==> config.mk <==
export PLATFORM = sky130hd
export DESIGN_NAME = bsc_cfg
export DESIGN_NICKNAME = d
export VERILOG_FILES = /design/src/hdl/bsc_pkg.sv /design/src/hdl/bsc_cfg.sv
export SDC_FILE = /design/constraint.sdc
export NUM_CORES = 1
export LEC_CHECK = 0
export BUFFER_PORTS_ARGS = -buffer_cell sky130_fd_sc_hd__buf_2
export CORE_AREA = 2 2 178 180
export DETAILED_ROUTE_END_ITERATION = 7
export DIE_AREA = 0 0 180 182
export HOLD_SLACK_MARGIN = 0.05
export SLEW_MARGIN = 20
export SYNTH_ARGS = -nofsm -noshare
export SYNTH_HDL_FRONTEND = slang
export SYNTH_SLANG_ARGS = --single-unit
==> constraint.sdc <==
create_clock -name clk -period 2.8 [get_ports clk]
set_input_delay 0.14 -clock clk [delete_from_list [all_inputs] [get_ports clk]]
set_output_delay 0.14 -clock clk [all_outputs]
set_load 0.01 [all_outputs]
==> src/hdl/bsc_pkg.sv <==
// ----------------------------------------------------------------------------
// bsc_pkg
// Shared types, constants and helpers for the barometric compensation block.
// ----------------------------------------------------------------------------
package bsc_pkg;

  localparam int unsigned DIV_W  = 32;  // quotient bits, one per divider stage
  localparam int unsigned SIDE_W = 64;  // sideband carried through a divider
  localparam int unsigned ADDR_W = 5;   // 64-bit registers at 8-byte spacing
  localparam int unsigned DATA_W = 64;

  // Register indexes, taken from paddr[4:3].
  localparam logic [1:0] REG_POFS = 2'd0;
  localparam logic [1:0] REG_PSNS = 2'd1;
  localparam logic [1:0] REG_TEMP = 2'd2;
  localparam logic [1:0] REG_OSS  = 2'd3;

  localparam logic [31:0] B6_OFFSET = 32'd4000;
  localparam logic [31:0] P_SCALE   = 32'd50000;
  localparam logic [31:0] P_BIAS    = 32'd32768;
  localparam logic [31:0] T_ROUND   = 32'd8;
  localparam logic [31:0] PC_SQ     = 32'd3038;
  localparam logic [31:0] PC_LIN    = 32'hFFFF_E343;  // -7357 as a 32-bit word
  localparam logic [31:0] PC_OFS    = 32'd3791;

  localparam int signed P_MIN = -1048576;
  localparam int signed P_MAX = 1048575;
  localparam int signed T_MIN = -32768;
  localparam int signed T_MAX = 32767;

  // Calibration words, each extended to the 32-bit working width.
  typedef struct packed {
    logic [31:0] ac1;
    logic [31:0] ac2;
    logic [31:0] b2;
    logic [31:0] ac3;
    logic [31:0] ac4;
    logic [31:0] b1;
    logic [31:0] ac5;
    logic [31:0] ac6;
    logic [31:0] mc;
    logic [31:0] md;
    logic [1:0]  oss;
  } bsc_coef_t;

  function automatic logic [31:0] sx16(input logic [15:0] v);
    return {{16{v[15]}}, v};
  endfunction

  function automatic logic [31:0] asr32(input logic [31:0] v, input logic [4:0] s);
    return 32'($signed(v) >>> s);
  endfunction

endpackage

==> src/hdl/bsc_cfg.sv <==
// ----------------------------------------------------------------------------
// bsc_cfg
// Register file for the calibration coefficients and oversampling setting.
// ----------------------------------------------------------------------------
module bsc_cfg import bsc_pkg::*; (
  input  logic              clk,
  input  logic              rst_n,
  input  logic              psel,
  input  logic              penable,
  input  logic              pwrite,
  input  logic [ADDR_W-1:0] paddr,
  input  logic [DATA_W-1:0] pwdata,
  output logic [DATA_W-1:0] prdata,
  output logic              pready,
  output bsc_coef_t         coef
);

  logic [47:0] pofs_r;
  logic [47:0] psns_r;
  logic [63:0] tcoef_r;
  logic [1:0]  oss_r;
  logic        wr_en;
  logic [1:0]  reg_idx;

  assign pready  = 1'b1;
  assign wr_en   = psel && penable && pwrite;
  assign reg_idx = paddr[4:3];

  always_ff @(posedge clk) begin
    if (!rst_n) begin
      pofs_r  <= '0;
      psns_r  <= '0;
      tcoef_r <= '0;
      oss_r   <= '0;
    end else if (wr_en) begin
      unique case (reg_idx)
        REG_POFS: pofs_r  <= pwdata[47:0];
        REG_PSNS: psns_r  <= pwdata[47:0];
        REG_TEMP: tcoef_r <= pwdata;
        REG_OSS:  oss_r   <= pwdata[1:0];
        default:  ;
      endcase
    end
  end

  always_comb begin
    unique case (reg_idx)
      REG_POFS: prdata = {16'd0, pofs_r};
      REG_PSNS: prdata = {16'd0, psns_r};
      REG_TEMP: prdata = tcoef_r;
      REG_OSS:  prdata = {62'd0, oss_r};
      default:  prdata = '0;
    endcase
  end

  always_comb begin
    coef.ac1 = sx16(pofs_r[47:32]);
    coef.ac2 = sx16(pofs_r[31:16]);
    coef.b2  = sx16(pofs_r[15:0]);
    coef.ac3 = sx16(psns_r[47:32]);
    coef.ac4 = {16'd0, psns_r[31:16]};
    coef.b1  = sx16(psns_r[15:0]);
    coef.ac5 = {16'd0, tcoef_r[63:48]};
    coef.ac6 = {16'd0, tcoef_r[47:32]};
    coef.mc  = sx16(tcoef_r[31:16]);
    coef.md  = sx16(tcoef_r[15:0]);
    coef.oss = oss_r;
  end

endmodule

==> results.md <==
- GRT Util Overall: 0.146
- CP required: 2660 ps
- Final net count: 1,347
- CTS tree: yes
- Hold_buf cts: 62
- EDFF count, synth: 0
- CP max-delay cell: dfxtp_1
- Clk buf depth: 2
- Delay of the slowest critical-path stage: 630 ps
- Combinational Power Share: 0.100
- Hold slack: 59.5 ps
- M3 GR Usage: 0.0323
- Async set-reset flop share out of synthesis: 0
- CTS sink cnt: 162
- Maximum VDD drop: 330 uV
- Main synth FF type: dfxtp_1
- CTS Buf Count: 17
- Pre-CTS WS: 973 ps
- WL/cell: 14.8 um
- Initial antenna violation count: 2
- Seq/Total Area, Yosys: 0.391
- DR iter-0 viols: 206
- Clk_lat worst skew: 410 ps
- Most numerous cell in the Yosys netlist: nand2_1
- Max-Cap Viols: 0
- Register bit count reported by yosys: 162
- DIE AREA: 0.0328 mm2
- Final HPWL from detailed placement: 17.3 mm
- Multi-input gate area: 0.00374 mm2
- Clock share of power: 0.430
- Clock period minus worst slack: 1690 ps
- Top cells by area, synth: dfxtp_1 (39%), mux2i_1 (25%), buf_4 (15%), nand2_1 (12%), o21ai_0 (2.8%)
- Core area: 0.0310 mm2
- Hold Crit Class: in -> reg
- Clock slew at reported path FFs: 70 ps
- Vias in the first global route: 6,829
- Fraction of layout cells with a size suffix above 1: 0.363
- Startpoint Class: flop
- Static Leak: 5.65 nW
- Peak Freq: 593 MHz
- Slew Limit Headroom: 0.496
- CTS H-tree lvls: 4
- Area grow syn2layout: 31.6%
- Int Pwr: 0.00369 W
- Setup bufs post-CTS: 0
- CP arrival: 1550 ps
- Largest net degree at the start of global routing: 84
- RSZ-0062 raised after global routing: false
- Worst setup EP type: primary output
- DRT Pass-1 Iters: 4
- Root buffer cell: clkbuf_16
- Top cells by count, synth: nand2_1 (273), mux2i_1 (208), buf_4 (166)
- Met1 usage: 0.174
- Synth Warn #: 0
- Filler cell count: 3,217
- Via-per-instance ratio: 4.23
- Leading area contributor after synthesis: dfxtp_1
- Sequential share of power: 0.470
- Critical path cell sequence: mux2i_1, o21ai_0, buf_2
- Met2 Use GR: 0.268
- Slew Limit Fails: 0
- # port buffers: 408
- Power Density: 461 mW/mm2
- Die H: 182 um
- Cell area after synthesis: 0.00829 mm2
- Routed vias: 7,141
- Detail Route Antenna Nets: 0
- RePlAce Congestion: 0.778
- Starting density of the core: 0.267
- Crit Path Category: reg -> out
- Setup TNS: 0 ps
- Post-Syn Instances: 938
- Syn_area_per_cell: 8.84 um2
- Global-route wire length before repair: 38.2 mm
- Worst setup margin: 1110 ps
- Yosys top cell area share: 0.391
- Clk_skew: 0 ps
- P_sw: 0.00134 W
- Die X: 180 um
- Final Hold Viols: 0
- Switching portion of total power: 0.266
- Crit Path Max Fanout: 19
- Post-Route WL: 25.0 mm
- Setup violations, final: 0
- Grt ovf: 0
- Ports: 461
- Period utilisation layout: 0.603
- Number of gates resized after CTS: 0
- # rows: 65
- DRC viols: 0
- Status: finished, final reports clean
- GR peak layer: met2
- Synth cell types: 18
- Worst-Margin Slew: 756 ps
- Register area: 0.00324 mm2
-- cell usage in the layout (no fill, tap or decap) --
cell type	netlist	final
buf_2	17	406
nand2_1	273	273
mux2i_1	208	208
dfxtp_1	162	162
dlygate4sd3_1	0	62
conb_1	2	49
o21ai_0	46	46
clkbuf_16	0	17
buf_4	166	17
and2_1	16	16
clkinv_2	0	5
clkinvlp_4	0	5
inv_6	0	5
buf_12	0	5
mux4_2	2	2
diode_2	0	1
nor2b_1	2	1
nor2b_4	0	1
nand3_1	1	1
or3_4	0	1
nor3b_4	0	1
nor3b_2	1	1
nor2_1	1	1
buf_6	4	1
-- worst max-delay path, delay by kind of cell (launching register included) --
kind,cells,cell delay [ps]
multiplexers,1,140
buffers and inverters,1,160
AO/OA/AOI/OAI,1,190
flip-flops,1,630
-- final cells by class --
| class | instances | share of cell area |
|---|---|---|
| tap | 402 | 0.0461 |
| antenna | 1 | 0.000229 |
| multi-input combinational | 601 | 0.343 |
| clock inverter | 15 | 0.00975 |
| clock buffer | 17 | 0.0390 |
| sequential | 162 | 0.297 |
| timing repair buffer | 491 | 0.265 |
-- power groups by stage --
stage          Combinational, W  Sequential [W]  Clock [W]
3_5_place_dp           0.000440         0.00241          0
4_1_cts                0.000509         0.00236    0.00224
2_1_floorplan          0.000316         0.00242          0
3_3_place_gp           0.000436         0.00241          0
5_1_grt                0.000546         0.00237    0.00234
6_report               0.000504         0.00236    0.00216
-- metal layers --
layer / wire (um) / vias to the layer above
met4: 175 / 0
met3: 1310 / 9
li1: - / 3515
met5: 0 / -
met2: 12700 / 253
met1: 10900 / 3364
-- state kept, by name, indices dropped and copies added, names as in the netlist --
name / flops
psns_r: 48
oss_r: 2
pofs_r: 48
tcoef_r: 64
-- worst paths after layout --
check | slack [ps] | cells after the start | from | to
worst max-delay path | 1110 | 3 | pofs_r[31] | prdata[31]
worst max register to register | 1830 | 2 | pofs_r[47] | pofs_r[47]
worst min-delay path | 60 | 3 | pwdata[45] | psns_r[45]
worst min register to register | 470 | 2 | tcoef_r[62] | tcoef_r[62]
-- kinds of logic after synthesis --
kind of cell | count (synthesis) | share of synthesized area
other | 2 | 0.000906
muxes | 210 | 0.257
AOI/OAI and AO/OA | 46 | 0.0278
and+or+nand+nor | 296 | 0.141
DFF | 162 | 0.391
buffers and inverters | 222 | 0.182
-- stage by stage --
stage	utilization	total power [W]	std cells	instance area, um2
2_1_floorplan	-	0.00274	985	8460
3_3_place_gp	0.315	0.00285	1594	9750
3_5_place_dp	0.315	0.00285	1594	9750
4_1_cts	0.352	0.00511	1688	10900
5_1_grt	0.352	0.00525	1689	10900
6_report	0.352	0.00503	1689	10900
Note: power is estimated with default switching activity, not from simulation.
